$ cat config.mk
export PLATFORM = sky130hd
export DESIGN_NAME = pll_frac_n_divider_calc_core
export DESIGN_NICKNAME = d
export VERILOG_FILES = /design/src/hw/rtl/pfnd_pkg.sv /design/src/hw/rtl/pll_frac_n_divider_calc_core.sv /design/src/hw/rtl/pfnd_div.sv /design/src/hw/rtl/pfnd_dp.sv /design/src/hw/rtl/pfnd_ctrl.sv
export SDC_FILE = /design/constraint.sdc
export NUM_CORES = 2
export LEC_CHECK = 0
export BUFFER_PORTS_ARGS = -buffer_cell sky130_fd_sc_hd__buf_2
export CORE_MARGIN = 3
export CORE_UTILIZATION = 45
export CTS_BUF_LIST = sky130_fd_sc_hd__clkbuf_4
export CTS_CLUSTER_SIZE = 25
export DETAILED_ROUTE_END_ITERATION = 8
export PLACE_DENSITY = 0.63
export SYNTH_ARGS = -nofsm -noshare
export SYNTH_HDL_FRONTEND = slang
export SYNTH_HIERARCHICAL = 1
export SYNTH_SLANG_ARGS = --single-unit
$ cat constraint.sdc
create_clock -name i_clk -period 7.25 [get_ports i_clk]
set_clock_uncertainty 0.05 [all_clocks]
set_input_delay 0.725 -clock i_clk [delete_from_list [all_inputs] [get_ports i_clk]]
set_output_delay 0.725 -clock i_clk [all_outputs]
set_load 0.01 [all_outputs]
$ cat src/hw/rtl/pfnd_pkg.sv
`timescale 1ns / 1ps
// ----------------------------------------------------------------------------
// pfnd_pkg
// Shared types and constants for the fractional-N divider calculator.
// ----------------------------------------------------------------------------
package pfnd_pkg;

    // Field widths
    localparam int REQ_W   = 33;
    localparam int RDIV_W  = 8;
    localparam int MOD_W   = 12;
    localparam int FREF_W  = 28;
    localparam int INT_W   = 16;
    localparam int CODE_W  = 3;
    localparam int DVD_W   = 57;   // widest dividend: (INT*MOD+FRAC)*Fref
    localparam int CFG_IDX_W = 2;

    // Limits
    localparam logic [REQ_W-1:0]  LOW_LIMIT_HZ  = 33'd34000000;
    localparam logic [REQ_W-1:0]  HIGH_LIMIT_HZ = 33'd4500000000;
    localparam logic [REQ_W-1:0]  VCO_MIN_HZ    = 33'd2200000000;
    localparam logic [CODE_W-1:0] MAX_DIV_CODE  = 3'd6;
    localparam logic [INT_W-1:0]  INT_MAX_VAL   = 16'hFFFF;

    // Register reset values
    localparam logic [RDIV_W-1:0] RDIV_RST = 8'd1;
    localparam logic [MOD_W-1:0]  MOD_RST  = 12'd4095;
    localparam logic [FREF_W-1:0] FREF_RST = 28'd25000000;

    typedef enum logic [CFG_IDX_W-1:0] {
        CFG_REF_DIVIDER = 2'd0,
        CFG_MODULUS     = 2'd1,
        CFG_REF_FREQ    = 2'd2
    } t_cfg_idx;

    typedef enum logic [1:0] {
        ST_OK   = 2'd0,
        ST_LOW  = 2'd1,
        ST_HIGH = 2'd2
    } t_status;

    typedef enum logic [3:0] {
        OP_NONE,
        OP_LOAD,
        OP_DOUBLE,
        OP_MUL_NUM,
        OP_DIV_INT,
        OP_MUL_FRAC,
        OP_DIV_FRAC,
        OP_MUL_ACT1,
        OP_MUL_ACT2,
        OP_DIV_ACT,
        OP_FINISH,
        OP_REJECT
    } t_op;

    typedef enum logic [3:0] {
        S_IDLE,
        S_CHECK,
        S_DIV_INT,
        S_WAIT_INT,
        S_DIV_FRAC,
        S_WAIT_FRAC,
        S_ACT2,
        S_DIV_ACT,
        S_WAIT_ACT
    } t_state;

    typedef struct packed {
        t_op op;
    } t_cmd;

    typedef struct packed {
        logic reject;
        logic vco_ok;
        logic div_busy;
        logic out_busy;
    } t_stat;

endpackage

$ cat src/hw/rtl/pll_frac_n_divider_calc_core.sv
`timescale 1ns / 1ps
// ----------------------------------------------------------------------------
// pll_frac_n_divider_calc_core
// Computes INT, FRAC, output divider code and achieved frequency of a
// fractional-N synthesizer for a requested output frequency.
// ----------------------------------------------------------------------------
//  channel   dir  width  contents
//  s_axis    in   40     req_hz[32:0]
//  m_axis    out  72     status, int_value, frac_value, div_code,
//                        div_changed, actual_hz
//  cfg       in   2+28   register index, write data
//
//  An in-range request passes through one load step, k doubling steps (k =
//  0..7 doublings), one multiply step, three passes of the shared 57-step
//  bit-serial divider with one multiply step before the second pass and two
//  before the third, and then loads its result.
//  Out-of-range requests go from the range check straight to the result.
//  Synchronous active-low reset; no clearing pass.
//  A new request is taken while the previous result waits in the output
//  register; the block holds before loading a result while that register
//  is still full.
// ----------------------------------------------------------------------------
module pll_frac_n_divider_calc_core (
    input  logic                              i_clk,
    input  logic                              i_rst_n,
    // req_hz[32:0], zeros [39:33]
    input  logic [39:0]                       s_axis_tdata,
    input  logic                              s_axis_tvalid,
    output logic                              s_axis_tready,
    // status[1:0], int_value[17:2], frac_value[29:18], div_code[32:30],
    // div_changed[33], actual_hz[66:34], zeros [71:67]
    output logic [71:0]                       m_axis_tdata,
    output logic                              m_axis_tvalid,
    input  logic                              m_axis_tready,
    input  logic                              i_cfg_valid,
    output logic                              o_cfg_ready,
    input  logic [pfnd_pkg::CFG_IDX_W-1:0]    i_cfg_index,
    input  logic [pfnd_pkg::FREF_W-1:0]       i_cfg_data
);
    import pfnd_pkg::*;

    t_cmd              w_cmd;
    t_stat             w_stat;
    logic [1:0]        w_status;
    logic [INT_W-1:0]  w_int;
    logic [MOD_W-1:0]  w_frac;
    logic [CODE_W-1:0] w_code;
    logic              w_chg;
    logic [REQ_W-1:0]  w_act;

    assign o_cfg_ready = 1'b1;

    pfnd_ctrl u_ctrl (
        .i_clk      (i_clk),
        .i_rst_n    (i_rst_n),
        .i_in_valid (s_axis_tvalid),
        .o_in_ready (s_axis_tready),
        .i_stat     (w_stat),
        .o_cmd      (w_cmd)
    );

    pfnd_dp u_dp (
        .i_clk         (i_clk),
        .i_rst_n       (i_rst_n),
        .i_cmd         (w_cmd),
        .o_stat        (w_stat),
        .i_cfg_we      (i_cfg_valid),
        .i_cfg_index   (i_cfg_index),
        .i_cfg_data    (i_cfg_data),
        .i_req_hz      (s_axis_tdata[REQ_W-1:0]),
        .o_out_valid   (m_axis_tvalid),
        .i_out_ready   (m_axis_tready),
        .o_status      (w_status),
        .o_int_value   (w_int),
        .o_frac_value  (w_frac),
        .o_div_code    (w_code),
        .o_div_changed (w_chg),
        .o_actual_hz   (w_act)
    );

    assign m_axis_tdata = {5'b0, w_act, w_chg, w_code, w_frac, w_int, w_status};

endmodule

$ cat src/hw/rtl/pfnd_div.sv
`timescale 1ns / 1ps
// ----------------------------------------------------------------------------
// pfnd_div
// Restoring radix-2 divider, one quotient bit per cycle.
// ----------------------------------------------------------------------------
module pfnd_div (
    input  logic                          i_clk,
    input  logic                          i_rst_n,
    input  logic                          i_start,
    input  logic [pfnd_pkg::DVD_W-1:0]    i_dividend,
    input  logic [pfnd_pkg::FREF_W-1:0]   i_divisor,
    output logic                          o_busy,
    output logic [pfnd_pkg::DVD_W-1:0]    o_quot,
    output logic [pfnd_pkg::FREF_W-1:0]   o_rem
);
    import pfnd_pkg::*;

    localparam logic [5:0] STEPS = 6'(DVD_W);

    logic               r_busy, n_busy;
    logic [5:0]         r_cnt, n_cnt;
    logic [DVD_W-1:0]   r_q, n_q;
    logic [FREF_W-1:0]  r_rem, n_rem;
    logic [FREF_W-1:0]  r_div, n_div;
    logic [FREF_W:0]    w_trial;
    logic [FREF_W:0]    w_diff;

    // one shift-subtract step
    always_comb begin
        w_trial = {r_rem, r_q[DVD_W-1]};
        w_diff  = w_trial - {1'b0, r_div};
        n_busy  = r_busy;
        n_cnt   = r_cnt;
        n_q     = r_q;
        n_rem   = r_rem;
        n_div   = r_div;
        if (i_start) begin
            n_busy = 1'b1;
            n_cnt  = STEPS;
            n_q    = i_dividend;
            n_rem  = '0;
            n_div  = i_divisor;
        end else if (r_busy) begin
            if (w_trial >= {1'b0, r_div}) begin
                n_rem = w_diff[FREF_W-1:0];
                n_q   = {r_q[DVD_W-2:0], 1'b1};
            end else begin
                n_rem = w_trial[FREF_W-1:0];
                n_q   = {r_q[DVD_W-2:0], 1'b0};
            end
            n_cnt  = r_cnt - 6'd1;
            n_busy = (r_cnt != 6'd1);
        end
    end

    always_ff @(posedge i_clk) begin
        if (!i_rst_n) begin
            r_busy <= 1'b0;
            r_cnt  <= '0;
        end else begin
            r_busy <= n_busy;
            r_cnt  <= n_cnt;
        end
        r_q   <= n_q;
        r_rem <= n_rem;
        r_div <= n_div;
    end

    assign o_busy = r_busy;
    assign o_quot = r_q;
    assign o_rem  = r_rem;

    // remainder ends below the divisor
    a_rem_lt_div: assert property (@(posedge i_clk) disable iff (!i_rst_n)
        $fell(r_busy) |-> (r_rem < r_div))
        else $error("divider remainder not below divisor");

    // step counter stays in range while busy
    a_cnt_range: assert property (@(posedge i_clk) disable iff (!i_rst_n)
        r_busy |-> (r_cnt != 6'd0 && r_cnt <= STEPS))
        else $error("divider step count out of range");

endmodule

$ cat src/hw/rtl/pfnd_dp.sv
`timescale 1ns / 1ps
// ----------------------------------------------------------------------------
// pfnd_dp
// Datapath: config registers, operand registers, multipliers, result register.
// ----------------------------------------------------------------------------
module pfnd_dp (
    input  logic                              i_clk,
    input  logic                              i_rst_n,
    input  pfnd_pkg::t_cmd                    i_cmd,
    output pfnd_pkg::t_stat                   o_stat,
    input  logic                              i_cfg_we,
    input  logic [pfnd_pkg::CFG_IDX_W-1:0]    i_cfg_index,
    input  logic [pfnd_pkg::FREF_W-1:0]       i_cfg_data,
    input  logic [pfnd_pkg::REQ_W-1:0]        i_req_hz,
    output logic                              o_out_valid,
    input  logic                              i_out_ready,
    output logic [1:0]                        o_status,
    output logic [pfnd_pkg::INT_W-1:0]        o_int_value,
    output logic [pfnd_pkg::MOD_W-1:0]        o_frac_value,
    output logic [pfnd_pkg::CODE_W-1:0]       o_div_code,
    output logic                              o_div_changed,
    output logic [pfnd_pkg::REQ_W-1:0]        o_actual_hz
);
    import pfnd_pkg::*;

    // config registers
    logic [RDIV_W-1:0] r_rdiv;
    logic [MOD_W-1:0]  r_mod;
    logic [FREF_W-1:0] r_fref;
    logic [RDIV_W-1:0] w_r;
    logic [MOD_W-1:0]  w_m;
    logic [FREF_W-1:0] w_f;

    // working registers
    logic [REQ_W-1:0]  r_vco;
    logic [CODE_W-1:0] r_k;
    t_status           r_stat;
    logic [DVD_W-1:0]  r_dvd;
    logic [FREF_W-1:0] r_den;
    logic [INT_W-1:0]  r_iv;
    logic              r_sat;
    logic [MOD_W-1:0]  r_fv;
    logic [28:0]       r_s;
    logic [CODE_W-1:0] r_last;

    // result register
    logic              r_out_valid;
    t_status           r_o_status;
    logic [INT_W-1:0]  r_o_int;
    logic [MOD_W-1:0]  r_o_frac;
    logic [CODE_W-1:0] r_o_code;
    logic              r_o_chg;
    logic [REQ_W-1:0]  r_o_act;

    logic              w_div_start;
    logic              w_div_busy;
    logic [DVD_W-1:0]  w_quot;
    logic [FREF_W-1:0] w_rem;

    logic [40:0]       w_num;
    logic [39:0]       w_frac_prod;
    logic [MOD_W-1:0]  w_fv;
    logic [28:0]       w_s;
    logic [19:0]       w_rm;
    logic [26:0]       w_den;
    logic [DVD_W-1:0]  w_act_prod;
    logic              w_q_sat;
    logic [CODE_W-1:0] w_code;
    t_status           w_chk;

    // zero settings act as one
    assign w_r = (r_rdiv == '0) ? RDIV_W'(1) : r_rdiv;
    assign w_m = (r_mod  == '0) ? MOD_W'(1)  : r_mod;
    assign w_f = (r_fref == '0) ? FREF_W'(1) : r_fref;

    // range check of incoming request
    always_comb begin
        priority if (i_req_hz < LOW_LIMIT_HZ)  w_chk = ST_LOW;
        else if (i_req_hz > HIGH_LIMIT_HZ)     w_chk = ST_HIGH;
        else                                   w_chk = ST_OK;
    end

    // arithmetic for the multiply ops
    assign w_num       = 41'(r_vco) * 41'(w_r);
    assign w_q_sat     = (w_quot[DVD_W-1:INT_W] != '0);
    assign w_frac_prod = 40'(w_rem) * 40'(w_m);
    assign w_fv        = r_sat ? (w_m - MOD_W'(1)) : w_quot[MOD_W-1:0];
    assign w_s         = 29'(29'(r_iv) * 29'(w_m)) + 29'(w_fv);
    assign w_rm        = 20'(w_r) * 20'(w_m);
    assign w_den       = 27'(w_rm) << r_k;
    assign w_act_prod  = 57'(r_s) * 57'(w_f);
    assign w_code      = (r_k > MAX_DIV_CODE) ? MAX_DIV_CODE : r_k;
    assign w_div_start = (i_cmd.op == OP_DIV_INT) || (i_cmd.op == OP_DIV_FRAC)
                      || (i_cmd.op == OP_DIV_ACT);

    pfnd_div u_div (
        .i_clk      (i_clk),
        .i_rst_n    (i_rst_n),
        .i_start    (w_div_start),
        .i_dividend (r_dvd),
        .i_divisor  (r_den),
        .o_busy     (w_div_busy),
        .o_quot     (w_quot),
        .o_rem      (w_rem)
    );

    // config writes
    always_ff @(posedge i_clk) begin
        if (!i_rst_n) begin
            r_rdiv <= RDIV_RST;
            r_mod  <= MOD_RST;
            r_fref <= FREF_RST;
        end else if (i_cfg_we) begin
            unique case (i_cfg_index)
                CFG_REF_DIVIDER: r_rdiv <= i_cfg_data[RDIV_W-1:0];
                CFG_MODULUS:     r_mod  <= i_cfg_data[MOD_W-1:0];
                CFG_REF_FREQ:    r_fref <= i_cfg_data;
                default: ;
            endcase
        end
    end

    // operand sequencing
    always_ff @(posedge i_clk) begin
        unique case (i_cmd.op)
            OP_LOAD: begin
                r_vco  <= i_req_hz;
                r_k    <= '0;
                r_stat <= w_chk;
            end
            OP_DOUBLE: begin
                r_vco <= {r_vco[REQ_W-2:0], 1'b0};
                r_k   <= r_k + CODE_W'(1);
            end
            OP_MUL_NUM: begin
                r_dvd <= DVD_W'(w_num);
                r_den <= w_f;
            end
            OP_MUL_FRAC: begin
                r_sat <= w_q_sat;
                r_iv  <= w_q_sat ? INT_MAX_VAL : w_quot[INT_W-1:0];
                r_dvd <= DVD_W'(w_frac_prod);
            end
            OP_MUL_ACT1: begin
                r_fv  <= w_fv;
                r_s   <= w_s;
                r_den <= FREF_W'(w_den);
            end
            OP_MUL_ACT2: r_dvd <= w_act_prod;
            default: ;
        endcase
    end

    // stored divider code and result register
    always_ff @(posedge i_clk) begin
        if (!i_rst_n) begin
            r_last      <= MAX_DIV_CODE;
            r_out_valid <= 1'b0;
        end else begin
            if (i_cmd.op == OP_FINISH) begin
                r_last <= w_code;
            end
            if ((i_cmd.op == OP_FINISH) || (i_cmd.op == OP_REJECT)) begin
                r_out_valid <= 1'b1;
            end else if (i_out_ready) begin
                r_out_valid <= 1'b0;
            end
        end
        if (i_cmd.op == OP_FINISH) begin
            r_o_status <= ST_OK;
            r_o_int    <= r_iv;
            r_o_frac   <= r_fv;
            r_o_code   <= w_code;
            r_o_chg    <= (w_code != r_last);
            r_o_act    <= w_quot[REQ_W-1:0];
        end else if (i_cmd.op == OP_REJECT) begin
            r_o_status <= r_stat;
            r_o_int    <= '0;
            r_o_frac   <= '0;
            r_o_code   <= '0;
            r_o_chg    <= 1'b0;
            r_o_act    <= '0;
        end
    end

    assign o_stat.reject   = (r_stat != ST_OK);
    assign o_stat.vco_ok   = (r_vco >= VCO_MIN_HZ);
    assign o_stat.div_busy = w_div_busy;
    assign o_stat.out_busy = r_out_valid && !i_out_ready;

    assign o_out_valid   = r_out_valid;
    assign o_status      = r_o_status;
    assign o_int_value   = r_o_int;
    assign o_frac_value  = r_o_frac;
    assign o_div_code    = r_o_code;
    assign o_div_changed = r_o_chg;
    assign o_actual_hz   = r_o_act;

    // rejected results carry no settings
    a_reject_zero: assert property (@(posedge i_clk) disable iff (!i_rst_n)
        (r_out_valid && r_o_status != ST_OK) |->
            (r_o_int == '0 && r_o_frac == '0 && r_o_act == '0 && !r_o_chg))
        else $error("rejected result has nonzero fields");

    // accepted result has FRAC below the modulus and a legal code
    a_frac_range: assert property (@(posedge i_clk) disable iff (!i_rst_n)
        (r_out_valid && r_o_status == ST_OK) |->
            (r_o_frac < w_m && r_o_code <= MAX_DIV_CODE))
        else $error("FRAC or divider code out of range");

endmodule

$ cat src/hw/rtl/pfnd_ctrl.sv
`timescale 1ns / 1ps
// ----------------------------------------------------------------------------
// pfnd_ctrl
// Sequencer: steps the datapath through check, normalize, and three divides.
// ----------------------------------------------------------------------------
module pfnd_ctrl (
    input  logic             i_clk,
    input  logic             i_rst_n,
    input  logic             i_in_valid,
    output logic             o_in_ready,
    input  pfnd_pkg::t_stat  i_stat,
    output pfnd_pkg::t_cmd   o_cmd
);
    import pfnd_pkg::*;

    t_state r_state, n_state;

    always_ff @(posedge i_clk) begin
        if (!i_rst_n) begin
            r_state <= S_IDLE;
        end else begin
            r_state <= n_state;
        end
    end

    // next state and commands
    always_comb begin
        n_state    = r_state;
        o_cmd.op   = OP_NONE;
        o_in_ready = 1'b0;
        unique case (r_state)
            S_IDLE: begin
                o_in_ready = 1'b1;
                if (i_in_valid) begin
                    o_cmd.op = OP_LOAD;
                    n_state  = S_CHECK;
                end
            end
            S_CHECK: begin
                priority if (i_stat.reject) begin
                    if (!i_stat.out_busy) begin
                        o_cmd.op = OP_REJECT;
                        n_state  = S_IDLE;
                    end
                end else if (!i_stat.vco_ok) begin
                    o_cmd.op = OP_DOUBLE;
                end else begin
                    o_cmd.op = OP_MUL_NUM;
                    n_state  = S_DIV_INT;
                end
            end
            S_DIV_INT: begin
                o_cmd.op = OP_DIV_INT;
                n_state  = S_WAIT_INT;
            end
            S_WAIT_INT: begin
                if (!i_stat.div_busy) begin
                    o_cmd.op = OP_MUL_FRAC;
                    n_state  = S_DIV_FRAC;
                end
            end
            S_DIV_FRAC: begin
                o_cmd.op = OP_DIV_FRAC;
                n_state  = S_WAIT_FRAC;
            end
            S_WAIT_FRAC: begin
                if (!i_stat.div_busy) begin
                    o_cmd.op = OP_MUL_ACT1;
                    n_state  = S_ACT2;
                end
            end
            S_ACT2: begin
                o_cmd.op = OP_MUL_ACT2;
                n_state  = S_DIV_ACT;
            end
            S_DIV_ACT: begin
                o_cmd.op = OP_DIV_ACT;
                n_state  = S_WAIT_ACT;
            end
            S_WAIT_ACT: begin
                if (!i_stat.div_busy && !i_stat.out_busy) begin
                    o_cmd.op = OP_FINISH;
                    n_state  = S_IDLE;
                end
            end
            default: n_state = S_IDLE;
        endcase
    end

    // the divider is never restarted while a divide runs
    a_no_restart: assert property (@(posedge i_clk) disable iff (!i_rst_n)
        (r_state == S_WAIT_INT || r_state == S_WAIT_FRAC || r_state == S_WAIT_ACT)
            && i_stat.div_busy |=> (r_state == $past(r_state)))
        else $error("sequencer left a wait state during a divide");

endmodule
==> reports/metrics.cfg <==
[synthesis]
ys_seq_elements=424
synth_warnings=6
synth_area_leader_cell=sky130_fd_sc_hd__fa_1
postSynthCellCount=8042
yosysUniqueCellTypes=102
synth-main-ff-cell=sky130_fd_sc_hd__edfxtp_1
post_syn_area_per_cell_um2=9.20
ffs_w_async_s_r_synth=0
syn-cell-area_um2=74000
ys_seq_area_frac=0.160
synth_top_cell_area_share=0.368
synth_top_cells_by_area=sky130_fd_sc_hd__fa_1 (37%), sky130_fd_sc_hd__edfxtp_1 (13%), sky130_fd_sc_hd__ha_1 (8.5%), sky130_fd_sc_hd__inv_1 (8.2%), sky130_fd_sc_hd__nand2_1 (6.4%)
synth_enable_flop_cells=331

[place]
finalWeightedCongestion=0.920
placement.io_buffers=136
detailed_place_hpwl_mm=166
dpl_worst_slack_ns=-0.340

[drt]
drt-vias-per-instance=5.27
first_pass_iters=7
detail_route.drc_violations=0
postRouteWirelength_mm=208
detail_route.iter0.violations=3604
vias=56600
routed_wire_length_per_instance_um=19.4
drt.antenna.violating_nets=0

[grt]
grt_use_total=0.249
grt_pass1_vias=59800
grt_pass1_wl_mm=331
globalRouteOverflowTotal=0
initial_antenna_violation_count=9
grt_max_degree=111

[finish]
drive_above_1_share=0.150
final-seq-area_um2=11800
multi_input_combinational_cell_area_um2=55400
n_fill_cell=15000
nNetsFinal=10400
syn_to_final_growth_pct=13.5

[clocking]
clk-insertion-delay-late_ns=1.11
cts_buffer_count=119
clkSinkCount=424
max-clock-path-buffers=3
clock_tree.htree_level_count=3
tritoncts=done
clockRootBuffer=sky130_fd_sc_hd__clkbuf_4
cts.reportedPaths.clkPinSlew_ns=0.07

[worst_setup_path]
crit_start=u_dp/r_mod[6]$_SDFFE_PN1P_
buffers_and_inverters_on_the_worst_path=6
critPathMaxStageDelay_ns=0.56
rr_startpoint=u_dp/r_mod[6]$_SDFFE_PN1P_
timing.critical_path.to=u_dp/r_dvd[38]$_DFFE_PP_
cp_num_cells=26
r2r_slack_ns=0.03
critical_path.slowest_cell=sky130_fd_sc_hd__or4_4
crit_required_ns=7.96
setup.worst_path.class=reg2reg
timing.critical_path.arrival_ns=7.94
critical_path.startpoint_type=register
crit_path_end_kind=register
rr_endpoint=u_dp/r_dvd[38]$_DFFE_PP_
worst-r2r-cell-count=26
cell_family_contributing_the_most_delay_on_the_critical_path=adder cells
critical-path-top-cell-by-count=sky130_fd_sc_hd__fa_1
worstPathMaxFanout=6

[sta]
slew-limit-headroom=0.0829
rsz0062_at_grt=true
hold_viol=0
final.period_utilization=0.996
max_freq_ghz=0.138
slew_viol_final=0
setup_viol=0
final.setup.worst_slack_ns=0.0262
hold_slack_ns=0.206
worstMarginPinSlew_ns=1.36
post-route-min-period_ns=7.22

[die]
floorplan.initialDensity=0.454
die_y_um=411
top_level_i_o_count=150
dieArea_um2=169000
area_of_the_core_region_um2=163000
placement_rows=148
die_x_um=411

[status]
status=finished clean

[min_path]
timing.hold.worst.class=in2reg

[run]
max-cap-violations=0

[cells in the mapped netlist (53+ instances only)]
cell and count:
sky130_fd_sc_hd__inv_1 1614, sky130_fd_sc_hd__fa_1 1359, sky130_fd_sc_hd__nand2_1 1270, sky130_fd_sc_hd__and2_1 679
sky130_fd_sc_hd__ha_1 503, sky130_fd_sc_hd__clkbuf_1 435, sky130_fd_sc_hd__edfxtp_1 331, sky130_fd_sc_hd__a21oi_1 208
sky130_fd_sc_hd__o21ai_0 157, sky130_fd_sc_hd__nor2_1 151, sky130_fd_sc_hd__xnor2_1 117, sky130_fd_sc_hd__mux2_2 97
sky130_fd_sc_hd__a21o_1 93, sky130_fd_sc_hd__dfxtp_1 93, sky130_fd_sc_hd__and3_1 82, sky130_fd_sc_hd__xor2_1 77
sky130_fd_sc_hd__nand3_1 67, sky130_fd_sc_hd__mux2i_1 53
[registers in the layout (all words and copies together) (netlist names), 8 cells and up]
signal and flops:
u_dp/o_actual_hz 33, u_dp/o_frac_value 12, u_dp/u_div/r_div 28, u_dp/o_int_value 16
u_dp/r_mod 12, u_dp/r_fref 28, u_dp/r_iv 16, u_dp/r_dvd 57
u_dp/r_s 29, u_dp/r_den 28, u_dp/r_fv 12, u_dp/u_div/o_rem 28
u_dp/u_div/o_quot 57, u_dp/r_vco 33, u_dp/r_rdiv 8
[cells in the final DEF (no fill, tap or decap), types with 139 or more instances in the layout]
master,count
sky130_fd_sc_hd__a21oi_1,172
sky130_fd_sc_hd__and2_1,672
sky130_fd_sc_hd__buf_4,493
sky130_fd_sc_hd__clkbuf_4,175
sky130_fd_sc_hd__edfxtp_1,331
sky130_fd_sc_hd__fa_1,1323
sky130_fd_sc_hd__ha_1,477
sky130_fd_sc_hd__inv_1,1588
sky130_fd_sc_hd__nand2_1,1260
sky130_fd_sc_hd__nor2_1,139
[per-stage QoR]
step	instance area, µm²	TNS, ns	util	cells
detailed placement	80000	-3.30	0.491	10400
global placement	80000	-2.41	0.491	10400
global route	84000	-1.08	0.515	10700
CTS	82800	-0.0380	0.508	10700
floorplan	74000	0	-	8046
finish	84000	0	0.515	10700
[worst reg2reg max path: stages (launching register included)]
cell and delay (ns):
sky130_fd_sc_hd__dfxtp_2 0.32, sky130_fd_sc_hd__or4_4 0.56, sky130_fd_sc_hd__nor3_2 0.13, sky130_fd_sc_hd__buf_4 0.16, sky130_fd_sc_hd__nand2_2 0.09, sky130_fd_sc_hd__o21bai_4 0.26, sky130_fd_sc_hd__buf_12 0.16, sky130_fd_sc_hd__clkbuf_16 0.15
sky130_fd_sc_hd__nand2_2 0.06, sky130_fd_sc_hd__fa_1 0.55, sky130_fd_sc_hd__inv_1 0.06, sky130_fd_sc_hd__fa_1 0.50, sky130_fd_sc_hd__inv_1 0.06, sky130_fd_sc_hd__fa_1 0.53, sky130_fd_sc_hd__inv_1 0.05, sky130_fd_sc_hd__fa_1 0.44
sky130_fd_sc_hd__ha_1 0.31, sky130_fd_sc_hd__a21o_1 0.19, sky130_fd_sc_hd__a21oi_2 0.18, sky130_fd_sc_hd__o221ai_4 0.14, sky130_fd_sc_hd__o311a_4 0.43, sky130_fd_sc_hd__o2111ai_4 0.23, sky130_fd_sc_hd__o2bb2ai_4 0.19, sky130_fd_sc_hd__o21ai_4 0.12
sky130_fd_sc_hd__a311oi_4 0.46, sky130_fd_sc_hd__nor4_2 0.09, sky130_fd_sc_hd__or4_1 0.50
[worst min path at each step]
stage / from / endpoint / slack, ns / cells past startpoint
after floorplan: u_dp/r_den[0]$_DFFE_PP_ / u_dp/u_div/r_div[0]$_DFFE_PP_ / 0.35 / 0
after global placement: u_dp/r_den[27]$_SDFFCE_PN0P_ / u_dp/u_div/r_div[27]$_DFFE_PP_ / 0.35 / 0
after detailed placement: u_dp/r_den[13]$_DFFE_PP_ / u_dp/u_div/r_div[13]$_DFFE_PP_ / 0.35 / 0
after CTS: i_cfg_valid / u_dp/r_rdiv[6]$_SDFFE_PN0P_ / 0.03 / 4
after global routing: s_axis_tvalid / u_ctrl/r_state[0]$_SDFFE_PN0P_ / 0.09 / 4
final: s_axis_tvalid / u_ctrl/r_state[0]$_SDFFE_PN0P_ / 0.21 / 4
[metal layers]
metal | vias up | wire (µm) | global-route usage
li1 | 25600 | - | -
met1 | 29000 | 87100 | 0.333
met2 | 1693 | 99300 | 0.410
met3 | 306 | 12800 | 0.0316
met4 | 2 | 8700 | 0.100
met5 | - | 13 | 0
[final cells by class]
class                      count  area share
multi-input combinational   5521       0.660
inverter                    1617      0.0723
antenna                        4    0.000119
timing repair buffer         766      0.0741
sequential                   424       0.141
clock buffer                 175      0.0156
clock inverter                47     0.00447
tap                         2175      0.0324
[kinds of logic (layout without fill, tap and decap cells)]
group / count (synthesis) / count (layout) / synth area share
AOI/OAI and AO/OA: 772 / 772 / 0.0681
xor gates and xnor gates: 194 / 194 / 0.0230
adders and majority gates: 1862 / 1862 / 0.453
buffers and inverters: 2101 / 2605 / 0.108
DFF: 424 / 424 / 0.160
muxes: 154 / 154 / 0.0231
other: 2 / 10 / 0.000102
and+or+nand+nor: 2533 / 2533 / 0.166
[repair_timing]
item	4_1_cts	5_1_grt
pin swaps	36	117
hold buffers	65	0
gates cloned	1	5
buffers inserted	18	27
setup endpoints to repair	28	45
endpoints found under the hold margin	85	0
gates resized for setup	91	233
Power is left out: the tool's default activity adds up to more than one toggle a clock period on the data nets, which glitch-free logic cannot reach.
